### src/rtl/humidity_temperature_frame_decoder_assert.svh
// Assertion macros shared by the decoder's modules.
`ifndef HUMIDITY_TEMPERATURE_FRAME_DECODER_ASSERT_SVH
`define HUMIDITY_TEMPERATURE_FRAME_DECODER_ASSERT_SVH
`ifndef SYNTHESIS
`define HTFD_ASSERT_IMP(lbl, clk, rstn, ante, cons) \
    lbl: assert property (@(posedge clk) disable iff (!(rstn)) (ante) |-> (cons)) \
        else $error("assertion failed");
`define HTFD_ASSERT_NEXT(lbl, clk, rstn, ante, cons) \
    lbl: assert property (@(posedge clk) disable iff (!(rstn)) (ante) |=> (cons)) \
        else $error("assertion failed");
`else
`define HTFD_ASSERT_IMP(lbl, clk, rstn, ante, cons)
`define HTFD_ASSERT_NEXT(lbl, clk, rstn, ante, cons)
`endif
`endif

### src/rtl/htfd_pkg.sv
package htfd_pkg;

    localparam logic [7:0] CRC_INIT   = 8'hFF;
    localparam logic [7:0] CRC_POLY   = 8'h31;
    localparam logic [2:0] LAST_BYTE  = 3'd6;
    localparam int         RAW_W      = 20;
    localparam int         HUM_W      = 14;
    localparam int         TEMP_W     = 15;
    localparam int         HUM_PROD_W = 34;
    localparam int         TMP_PROD_W = 35;
    localparam logic [HUM_PROD_W-1:0] HUM_SCALE  = HUM_PROD_W'(10000);
    localparam logic [TMP_PROD_W-1:0] TEMP_SCALE = TMP_PROD_W'(20000);
    localparam logic [TEMP_W:0]       TEMP_OFFSET = (TEMP_W + 1)'(5000);

    typedef enum logic [1:0] {
        STATUS_OK      = 2'd0,
        STATUS_BUSY    = 2'd1,
        STATUS_CRC_ERR = 2'd2
    } frame_status_t;

    // One complete frame as handed from the front end to the back end.
    typedef struct packed {
        logic             busy;
        logic             crc_ok;
        logic [RAW_W-1:0] hum_raw;
        logic [RAW_W-1:0] temp_raw;
    } frame_rec_t;

    // CRC-8, MSB first, one whole byte per call.
    function automatic logic [7:0] crc8_byte(input logic [7:0] acc, input logic [7:0] b);
        logic [7:0] v;
        v = acc ^ b;
        for (int k = 0; k < 8; k++) begin
            v = v[7] ? ({v[6:0], 1'b0} ^ CRC_POLY) : {v[6:0], 1'b0};
        end
        return v;
    endfunction

endpackage

### src/rtl/humidity_temperature_frame_decoder.sv
// After the CRC byte is accepted, the result word passes through the frame queue, stage one and the output register.
// Throughput: one byte per cycle; s_tready falls only while the frame queue is full.
// The queue of QUEUE_DEPTH frames decouples the byte front end from the scaling pipeline.
// Reset (aresetn low, synchronous) clears the byte count, CRC, queue and pipeline valids.
module humidity_temperature_frame_decoder
    import htfd_pkg::*;
#(
    parameter int QUEUE_DEPTH = 4
) (
    input  logic        aclk,
    input  logic        aresetn,
    input  logic        s_tvalid,
    output logic        s_tready,
    input  logic [7:0]  s_tdata,   // rx_byte
    input  logic [0:0]  s_tuser,   // frame_start
    output logic        m_tvalid,
    input  logic        m_tready,
    output logic [71:0] m_tdata,   // humidity_raw, temperature_raw, humidity_centi,
                                   // temperature_centi, zero pad
    output logic [1:0]  m_tuser    // frame_status
);

    logic                      q_full;
    logic                      push_valid;
    frame_rec_t                push_rec;
    logic                      pop;
    logic                      pop_valid;
    frame_rec_t                pop_rec;
    frame_status_t             out_status;
    logic [RAW_W-1:0]          hum_raw;
    logic [RAW_W-1:0]          temp_raw;
    logic [HUM_W-1:0]          hum_centi;
    logic signed [TEMP_W-1:0]  temp_centi;

    htfd_front u_front (
        .aclk       (aclk),
        .aresetn    (aresetn),
        .in_valid   (s_tvalid),
        .in_byte    (s_tdata),
        .in_start   (s_tuser[0]),
        .in_ready   (s_tready),
        .q_full     (q_full),
        .push_valid (push_valid),
        .push_rec   (push_rec)
    );

    htfd_queue #(
        .DEPTH (QUEUE_DEPTH)
    ) u_queue (
        .aclk       (aclk),
        .aresetn    (aresetn),
        .push_valid (push_valid),
        .push_rec   (push_rec),
        .full       (q_full),
        .pop        (pop),
        .pop_valid  (pop_valid),
        .pop_rec    (pop_rec)
    );

    htfd_back u_back (
        .aclk           (aclk),
        .aresetn        (aresetn),
        .pop_valid      (pop_valid),
        .pop_rec        (pop_rec),
        .pop            (pop),
        .out_valid      (m_tvalid),
        .out_ready      (m_tready),
        .out_status     (out_status),
        .out_hum_raw    (hum_raw),
        .out_temp_raw   (temp_raw),
        .out_hum_centi  (hum_centi),
        .out_temp_centi (temp_centi)
    );

    assign m_tdata = {3'b000, temp_centi, hum_centi, temp_raw, hum_raw};
    assign m_tuser = out_status;

endmodule

### src/rtl/htfd_front.sv
module htfd_front
    import htfd_pkg::*;
(
    input  logic       aclk,
    input  logic       aresetn,
    input  logic       in_valid,
    input  logic [7:0] in_byte,
    input  logic       in_start,
    output logic       in_ready,
    input  logic       q_full,
    output logic       push_valid,
    output frame_rec_t push_rec
);

    logic [2:0]  count_reg, count_next;
    logic [7:0]  crc_reg, crc_next;
    logic [39:0] payload_reg, payload_next;
    logic        busy_reg, busy_next;
    logic [2:0]  pos;
    logic        accept;
    logic        is_first;
    logic        is_last;

    assign in_ready = !q_full;
    assign accept   = in_valid && in_ready;
    assign pos      = in_start ? 3'd0 : count_reg;
    assign is_first = (pos == 3'd0) || (pos > LAST_BYTE);
    assign is_last  = !is_first && (pos == LAST_BYTE);

    always_comb begin
        count_next   = count_reg;
        crc_next     = crc_reg;
        payload_next = payload_reg;
        busy_next    = busy_reg;
        if (accept) begin
            if (is_first) begin
                busy_next    = in_byte[7];
                crc_next     = crc8_byte(CRC_INIT, in_byte);
                payload_next = '0;
                count_next   = 3'd1;
            end else if (is_last) begin
                crc_next   = CRC_INIT;
                count_next = 3'd0;
            end else begin
                crc_next     = crc8_byte(crc_reg, in_byte);
                payload_next = {payload_reg[31:0], in_byte};
                count_next   = pos + 3'd1;
            end
        end
    end

    assign push_valid        = accept && is_last;
    assign push_rec.busy     = busy_reg;
    assign push_rec.crc_ok   = (crc_reg == in_byte);
    assign push_rec.hum_raw  = payload_reg[39:20];
    assign push_rec.temp_raw = payload_reg[19:0];

    always_ff @(posedge aclk) begin
        if (!aresetn) begin
            count_reg <= 3'd0;
            crc_reg   <= CRC_INIT;
            busy_reg  <= 1'b0;
        end else begin
            count_reg <= count_next;
            crc_reg   <= crc_next;
            busy_reg  <= busy_next;
        end
    end

    always_ff @(posedge aclk) begin
        payload_reg <= payload_next;
    end

endmodule

### src/rtl/htfd_queue.sv
`include "humidity_temperature_frame_decoder_assert.svh"
module htfd_queue
    import htfd_pkg::*;
#(
    parameter int DEPTH = 4
) (
    input  logic       aclk,
    input  logic       aresetn,
    input  logic       push_valid,
    input  frame_rec_t push_rec,
    output logic       full,
    input  logic       pop,
    output logic       pop_valid,
    output frame_rec_t pop_rec
);

    localparam int PW = (DEPTH > 1) ? $clog2(DEPTH) : 1;
    localparam int CW = $clog2(DEPTH + 1);

    frame_rec_t      mem_reg [DEPTH];
    logic [PW-1:0]   wr_ptr_reg, wr_ptr_next;
    logic [PW-1:0]   rd_ptr_reg, rd_ptr_next;
    logic [CW-1:0]   count_reg, count_next;
    logic            do_push;
    logic            do_pop;

    assign full      = (count_reg == CW'(DEPTH));
    assign pop_valid = (count_reg != '0);
    assign pop_rec   = mem_reg[rd_ptr_reg];
    assign do_push   = push_valid && !full;
    assign do_pop    = pop && pop_valid;

    always_comb begin
        wr_ptr_next = wr_ptr_reg;
        rd_ptr_next = rd_ptr_reg;
        if (do_push) begin
            wr_ptr_next = (wr_ptr_reg == PW'(DEPTH - 1)) ? '0 : wr_ptr_reg + PW'(1);
        end
        if (do_pop) begin
            rd_ptr_next = (rd_ptr_reg == PW'(DEPTH - 1)) ? '0 : rd_ptr_reg + PW'(1);
        end
        count_next = count_reg + CW'(do_push) - CW'(do_pop);
    end

    always_ff @(posedge aclk) begin
        if (!aresetn) begin
            wr_ptr_reg <= '0;
            rd_ptr_reg <= '0;
            count_reg  <= '0;
        end else begin
            wr_ptr_reg <= wr_ptr_next;
            rd_ptr_reg <= rd_ptr_next;
            count_reg  <= count_next;
        end
    end

    always_ff @(posedge aclk) begin
        if (do_push) begin
            mem_reg[wr_ptr_reg] <= push_rec;
        end
    end

    `HTFD_ASSERT_IMP(a_count_bound, aclk, aresetn, 1'b1, count_reg <= CW'(DEPTH))
    `HTFD_ASSERT_IMP(a_no_push_full, aclk, aresetn, push_valid, !full)
    `HTFD_ASSERT_NEXT(a_count_up, aclk, aresetn, do_push && !do_pop, count_reg == $past(count_reg) + CW'(1))

endmodule

### src/rtl/htfd_back.sv
`include "humidity_temperature_frame_decoder_assert.svh"
module htfd_back
    import htfd_pkg::*;
(
    input  logic                     aclk,
    input  logic                     aresetn,
    input  logic                     pop_valid,
    input  frame_rec_t               pop_rec,
    output logic                     pop,
    output logic                     out_valid,
    input  logic                     out_ready,
    output frame_status_t            out_status,
    output logic [RAW_W-1:0]         out_hum_raw,
    output logic [RAW_W-1:0]         out_temp_raw,
    output logic [HUM_W-1:0]         out_hum_centi,
    output logic signed [TEMP_W-1:0] out_temp_centi
);

    // Stage one: status decision and the two constant multiplications.
    logic                  s1_valid_reg;
    frame_status_t         s1_status_reg, s1_status_next;
    logic [RAW_W-1:0]      s1_hum_raw_reg;
    logic [RAW_W-1:0]      s1_temp_raw_reg;
    logic [HUM_PROD_W-1:0] s1_hum_prod_reg;
    logic [TMP_PROD_W-1:0] s1_temp_prod_reg;

    // Stage two: output register.
    logic                     out_valid_reg;
    frame_status_t            out_status_reg;
    logic [RAW_W-1:0]         out_hum_raw_reg;
    logic [RAW_W-1:0]         out_temp_raw_reg;
    logic [HUM_W-1:0]         out_hum_centi_reg, out_hum_centi_next;
    logic [TEMP_W-1:0]        out_temp_centi_reg, out_temp_centi_next;
    logic [TEMP_W:0]          temp_diff;

    logic out_en;
    logic s1_en;

    assign out_en = !out_valid_reg || out_ready;
    assign s1_en  = !s1_valid_reg || out_en;
    assign pop    = pop_valid && s1_en;

    always_comb begin
        if (pop_rec.busy) begin
            s1_status_next = STATUS_BUSY;
        end else if (!pop_rec.crc_ok) begin
            s1_status_next = STATUS_CRC_ERR;
        end else begin
            s1_status_next = STATUS_OK;
        end
    end

    assign temp_diff = {1'b0, s1_temp_prod_reg[TMP_PROD_W-1:RAW_W]} - TEMP_OFFSET;

    always_comb begin
        if (s1_status_reg == STATUS_OK) begin
            out_hum_centi_next  = s1_hum_prod_reg[HUM_PROD_W-1:RAW_W];
            out_temp_centi_next = temp_diff[TEMP_W-1:0];
        end else begin
            out_hum_centi_next  = '0;
            out_temp_centi_next = '0;
        end
    end

    always_ff @(posedge aclk) begin
        if (!aresetn) begin
            s1_valid_reg  <= 1'b0;
            out_valid_reg <= 1'b0;
        end else begin
            if (s1_en) begin
                s1_valid_reg <= pop_valid;
            end
            if (out_en) begin
                out_valid_reg <= s1_valid_reg;
            end
        end
    end

    always_ff @(posedge aclk) begin
        if (pop) begin
            s1_status_reg    <= s1_status_next;
            s1_hum_raw_reg   <= pop_rec.hum_raw;
            s1_temp_raw_reg  <= pop_rec.temp_raw;
            s1_hum_prod_reg  <= HUM_PROD_W'(pop_rec.hum_raw) * HUM_SCALE;
            s1_temp_prod_reg <= TMP_PROD_W'(pop_rec.temp_raw) * TEMP_SCALE;
        end
        if (out_en && s1_valid_reg) begin
            out_status_reg     <= s1_status_reg;
            out_hum_raw_reg    <= s1_hum_raw_reg;
            out_temp_raw_reg   <= s1_temp_raw_reg;
            out_hum_centi_reg  <= out_hum_centi_next;
            out_temp_centi_reg <= out_temp_centi_next;
        end
    end

    assign out_valid      = out_valid_reg;
    assign out_status     = out_status_reg;
    assign out_hum_raw    = out_hum_raw_reg;
    assign out_temp_raw   = out_temp_raw_reg;
    assign out_hum_centi  = out_hum_centi_reg;
    assign out_temp_centi = signed'(out_temp_centi_reg);

    `HTFD_ASSERT_IMP(a_bad_zero, aclk, aresetn, out_valid_reg && (out_status_reg != STATUS_OK), (out_hum_centi_reg == '0) && (out_temp_centi_reg == '0))
    `HTFD_ASSERT_IMP(a_hum_range, aclk, aresetn, out_valid_reg, out_hum_centi_reg <= HUM_W'(9999))
    `HTFD_ASSERT_NEXT(a_s1_hold, aclk, aresetn, s1_valid_reg && !s1_en, s1_valid_reg)

endmodule
### config.mk
export PLATFORM = sky130hd
export DESIGN_NAME = humidity_temperature_frame_decoder
export DESIGN_NICKNAME = d
export VERILOG_FILES = /design/src/rtl/htfd_pkg.sv /design/src/rtl/humidity_temperature_frame_decoder.sv /design/src/rtl/htfd_front.sv /design/src/rtl/htfd_queue.sv /design/src/rtl/htfd_back.sv
export VERILOG_INCLUDE_DIRS = /design/src /design/src/rtl
export SDC_FILE = /design/constraint.sdc
export NUM_CORES = 1
export LEC_CHECK = 0
export BUFFER_PORTS_ARGS = -buffer_cell sky130_fd_sc_hd__buf_4
export CELL_PAD_IN_SITES_DETAIL_PLACEMENT = 1
export CELL_PAD_IN_SITES_GLOBAL_PLACEMENT = 2
export CORE_ASPECT_RATIO = 0.8
export CORE_MARGIN = 1
export CORE_UTILIZATION = 41
export DETAILED_ROUTE_END_ITERATION = 8
export GPL_TIMING_DRIVEN = 0
export PLACE_DENSITY = 0.88
export SYNTH_ARGS = -nofsm -noshare
export SYNTH_HDL_FRONTEND = slang
export SYNTH_HIERARCHICAL = 1
export SYNTH_SLANG_ARGS = --single-unit
### constraint.sdc
create_clock -name aclk -period 10.2 [get_ports aclk]
set_input_delay 3.06 -clock aclk [delete_from_list [all_inputs] [get_ports aclk]]
set_output_delay 3.06 -clock aclk [all_outputs]
set_load 0.01 [all_outputs]
=== Word level (Yosys, flattened, before mapping) ===
Memories as Yosys holds them, arrays and structs flattened. A register that Yosys moved wholly into a read port is not among the register bits.
Cells that the tools add are included.

* Bits in registers: 234
* Bits in writable memories: 168
* Input bits: 13
* Output and inout port bits: 76
* Logic and storage cells: 101
* Memories kept: 1

* Add/sub/neg operators: 6
* $mul: 2
* Magnitude comparators: 1
* Eq/ne operators: 6
* Mux-type cells: 29
* Bitwise gates (word level): 18
* Reductions and logical operators: 19

{| class="wikitable"
|+ Memory list
! name !! words !! width !! read ports !! clocked after Yosys merged registers in !! wr ports !! RTL line !! RTL
|-
| u_queue.mem_reg || 4 || 42 || 1 || 1 || 1 || htfd_queue.sv:20 || <nowiki>frame_rec_t mem_reg [DEPTH];</nowiki>
|}

{| class="wikitable"
|+ Operator list
! operator !! count
|-
| $mux 6 || 16
|-
| $mul 20x10->30 const B || 2
|-
| $not 3->3 || 16
|-
| $mux 40 || 1
|-
| $mux 8 || 2
|-
| $sub 15x13->15 const B || 1
|-
| $mux 2 || 5
|-
| $mux 3 || 3
|-
| $eq 8x8->1 || 1
|-
| $not 8->8 || 1
|-
| $xor 8x8->8 || 1
|-
| $logic_and 1x1->1 || 7
|-
| $eq 3x3->1 const B || 2
|-
| $add 2x1->2 const B || 2
|-
| $eq 2x2->1 const B || 2
|-
| $logic_not 1->1 || 4
|-
| $reduce_and 2->1 || 2
|-
| $add 3x1->3 || 1
|-
| $add 3x1->3 const B || 1
|-
| $gt 3x3->1 const B || 1
|-
| $logic_not 3->1 || 1
|-
| $logic_or 1x1->1 || 3
|-
| $reduce_bool 3->1 || 1
|-
| $sub 3x1->3 || 1
|-
| 3 further kinds || 4
|}

=== Logic depth before layout (Yosys ltp) ===
* Word-level depth: 19
* Depth in mapped cells: 22
* Gate-level depth less buffers: 20

=== Modules after synthesis ===
Netlist, hierarchy kept.

{| class="wikitable"
|+ Modules (own cells, without submodules)
! module !! instances !! cells an instance !! area each (sq um) !! sequential area each (sq um)
|-
| htfd_back || 1 || 886 || 10608.9 || 4304.1
|-
| htfd_queue || 1 || 272 || 6596.3 || 5225.0
|-
| htfd_front || 1 || 222 || 2637.5 || 1441.4
|-
| humidity_temperature_frame_decoder || 1 || 4 || 26.3 || 0.0
|}

=== Worst setup path before layout ===
Ideal clock, no wire load.

* Path type: in2reg
* Start: input port m_tready
* End: register u_queue.count_reg[2]
* Setup time: 0.115 ns
* Arrival time: 10.634 ns
* Data required time: 10.085 ns
* Path slack: -0.549 ns
* Stages: 12
* Path buffers: 0
* Cell sequence: nor2b_1 -> a21boi_0 -> o31ai_1 -> inv_1 -> ha_1 -> inv_1 -> ha_1 -> inv_1 -> fa_1 -> xnor2_1 -> xnor2_1 -> and2_1

* Longest elaborated chain between the ends: 5

{| class="wikitable"
|+ Ends and longest elaborated chain
! item !! RTL line !! RTL
|-
| start: declaration || humidity_temperature_frame_decoder.sv:17 || <nowiki>input logic m_tready,</nowiki>
|-
| $logic_or 1x1->1 || htfd_back.sv:39 || <nowiki>assign out_en = !out_valid_reg || out_ready;</nowiki>
|-
| $logic_or 1x1->1 || htfd_back.sv:40 || <nowiki>assign s1_en = !s1_valid_reg || out_en;</nowiki>
|-
| $logic_and 1x1->1 || htfd_back.sv:41 || <nowiki>assign pop = pop_valid && s1_en;</nowiki>
|-
| net pop || humidity_temperature_frame_decoder.sv:26 || <nowiki>logic pop;</nowiki>
|-
| $logic_and 1x1->1 || htfd_queue.sv:31 || <nowiki>assign do_pop = pop && pop_valid;</nowiki>
|-
| $sub 3x1->3 || htfd_queue.sv:42 || <nowiki>count_next = count_reg + CW'(do_push) - CW'(do_pop);</nowiki>
|-
| end signal: assignment || htfd_queue.sv:53 || <nowiki>count_reg <= count_next;</nowiki>
|-
| end: declaration || htfd_queue.sv:23 || <nowiki>logic [CW-1:0] count_reg, count_next;</nowiki>
|}

The timed path passes the listed nets, and every way through them passes these cells.
A chain may end at the register's enable or synchronous reset.

==> impl_metrics.yaml <==
finish:
  area_delta_synth_final_pct: 14.3
  finalNetCount: 1797
  fin_area_um2: 22700
  diodes: 0
  final_core_util_pct: 47.9
  largest_reg_flops: 168
  drive_gt1_share_pct: 15.0
  fillCellCount: 4712
sta:
  clock_skew_ns: 0.0182
  worst_pin_slew_ns: 0.961
  drv_slew: 0
  fin_setup_tns_ns: 0
  setup_viol: 0
  rsz0062_at_grt: "no"
  hold_viol_final: 0
  min_period_ns: 5.87
  maxSlewHeadroom_pct: 35.3
  fin_crit_sh_pct: 57.6
  fmax_ghz: 0.170
power:
  p_seq_share_pct: 53.5
  p_sw_w: 0.000671
  p_int_w: 0.00248
  comb_power_share_pct: 3.4
  power_density_nw_per_um2: 139
  p_clk_share_pct: 43.1
  switching_share_pct: 21.3
  p_leak_nw: 9.16
  ir_worst_vdd_uv: 98.2
logic_synthesis:
  async_flop_share_pct: 0
  yosys-top-cells-area: "edfxtp_1 (53%), ha_1 (11%), fa_1 (9.4%)"
  synth_top_family_by_area: "adder cells"
  synthAdderAreaFrac_pct: 20.1
  syn_area_per_cell_um2: 14.4
  synth.area.mux_share_pct: 5.06
  synth_largest_area_cell: "edfxtp_1"
  synth_xor_area_share_pct: 3.56
  yosysSeqAreaShare_pct: 55.2
  synth_cells: 1384
  synthSimpleGateAreaFrac_pct: 5.43
  synth_edf_count: 350
  synth-seq-cells: 373
  synth.distinct_cells: 69
  yosys_warnings: 6
  synth_flop_cell: "edfxtp_1"
  synth_top_area_share_pct: 52.9
  syn-cell-area_um2: 19900
  synth_compound_area_share_pct: 5.11
clocking:
  clk_pin_slew_ns: 0.06
  cts.sinks: 373
  clk_latency_ns: 0.56
  cts_buffers: 40
  cts_tree: "yes"
  cts.repair.resized: 0
  htreeDepth: 2
  clockRootBuffer: "clkbuf_16"
  hold_buffers: 0
  max-clock-path-buffers: 3
  postCtsSetupBuffers: 0
placement:
  placed_area_um2: 21500
  dp_hpwl_mm: 30.3
  gp_congestion: 0.821
  port_buffers: 84
detailed_routing:
  via_count: 10900
  viasPerCell: 5.02
  firstDrtPassIters: 5
  drc: 0
  routedWlPerCell_um: 19.0
  postRouteAntennaNets: 0
  drtIter0Drc: 449
  routed_wirelength_mm: 41.2
floorplanning:
  start_util_pct: 41.9
  io_pins: 89
  die_y_um: 199
  fp.dieW_um: 248
  placementRows: 71
  core_area_um2: 47400
  die_area_um2: 49400
min_path:
  holdCritStartpoint: "u_back/s1_temp_raw_reg[11]"
  hp-class: "flip-flop to flip-flop"
grt:
  grt_pass1_wl_mm: 65.9
  gr-total-overflow: 0
  grt_pass1_vias: 12100
  grt_util_all_layers_pct: 17.4
  antenna_found_initial: 0
  grt_max_degree: 36
critical_path:
  cp-start-kind: "flip-flop"
  ff2ff_path_depth: 21
  r2r_slack_ns: 4.33
  worstPathMaxFanout: 10
  endpoint: "u_back/s1_temp_prod_reg[33]"
  r2r-end: "u_back/s1_temp_prod_reg[33]"
  path_class: "flip-flop to flip-flop"
  required_ns: 10.51
  crit_arrival_ns: 6.18
  cp-end-kind: "flip-flop"
flow_run:
  maxCapViolations: 0
status:
  status: "finished, final reports clean"
## area by class of cell
class | instances | area (um^2) | area share, %
inverters | 237 | 890 | 3.92
clock buffers | 47 | 1050 | 4.62
repair buffers | 93 | 811 | 3.57
well taps | 620 | 776 | 3.42
clock inverters | 24 | 155 | 0.683
plain buffers | 30 | 209 | 0.920
multi-input cells | 746 | 7850 | 34.6
flip-flops and latches | 373 | 11000 | 48.3
## cells by family after synthesis
group           count (synthesis)
compound gates                151
xor+xnor                       72
fa+ha+maj                     263
flops                         373
mux                            47
other cells                     1
simple gates                  210
buf+inv                       267
## layer usage
metal / track usage (%) / part of all wire, % / vias up
met1: 23.6 / 46 / 5523
met2: 29.1 / 48 / 176
met3: 2.48 / 3.5 / 53
li1: - / - / 5133
met4: 4.88 / 2.1 / 0
met5: 0 / 0 / -
## synth_stat cells, drive strengths merged, types with 9 or more instances
cell type	instances
edfxtp	350
inv	237
ha	170
fa	93
and2	64
nand2	50
xnor2	48
a21oi	46
mux4	42
o21ai	40
nor2	39
dfxtp	23
xor2	22
nand3	18
buf	15
clkbuf	15
a21o	11
nand4	10
nor2b	9
o211ai	9
## power by group through the flow
stage                     clock network [W]  registers [W]   logic, W
after floorplan                           0        0.00171  0.0000806
after global routing                0.00145        0.00169   0.000116
final                               0.00136        0.00169   0.000106
after global placement                    0        0.00172   0.000101
after CTS                           0.00141        0.00169   0.000106
after detailed placement                  0        0.00172   0.000105
## worst min path at each step
stage,to,slack [ns],depth (start not counted)
floorplan,u_back/out_hum_raw[0],0.40,0
global placement,u_back/out_hum_raw[8],0.40,0
detailed placement,u_back/out_hum_raw[11],0.41,0
CTS,u_back/out_temp_raw[11],0.40,0
global route,u_back/out_hum_raw[14],0.42,0
finish,u_back/out_temp_raw[11],0.40,0
## worst max-delay path: stages (launching register included)
cell and delay (ns):
dfxtp_1 0.31, clkbuf_1 0.26, buf_2 0.37, mux4_2 0.45
inv_1 0.26, fa_1 0.48, inv_1 0.07, ha_1 0.24
fa_1 0.50, ha_1 0.30, inv_1 0.06, fa_1 0.50
inv_1 0.04, ha_1 0.27, clkbuf_2 0.17, nand2_1 0.11
nand2_1 0.06, o41ai_2 0.51, o211ai_2 0.21, a31oi_4 0.26
o21ai_2 0.08, xor2_1 0.14
## placed cells by master (no fill, tap or decap), drive strengths merged, types with 3 or more instances in the layout
master	synthesis	final
o221ai	6	6
xor2	22	22
mux2i	4	4
nand3	18	18
o21ai	40	40
edfxtp	350	350
fa	93	93
a21boi	5	5
clkbuf	15	62
a21o	11	11
o21a	4	4
or3	3	3
nor2b	9	9
nand4	10	10
nor3	5	5
ha	170	170
a21oi	46	46
nor2	39	39
buf	15	108
and2	64	64
xnor2	48	48
inv	237	240
and3	3	3
dfxtp	23	23
conb	1	3
mux4	42	42
o211ai	9	9
clkinv	0	19
nand2	50	50
a31oi	6	6
nand2b	4	4
a211oi	6	6
## per-stage QoR
stage	instances	hold WS [ns]	total power (W)	setup WS (ns)
2_1_floorplan	1386	0.400	0.00180	1.52
3_3_place_gp	2090	0.402	0.00182	-1.17
3_5_place_dp	2099	0.405	0.00183	4.29
4_1_cts	2170	0.404	0.00320	4.27
5_1_grt	2170	0.418	0.00326	3.96
6_report	2170	0.401	0.00316	4.33
Power figures use the tool's default switching activity.
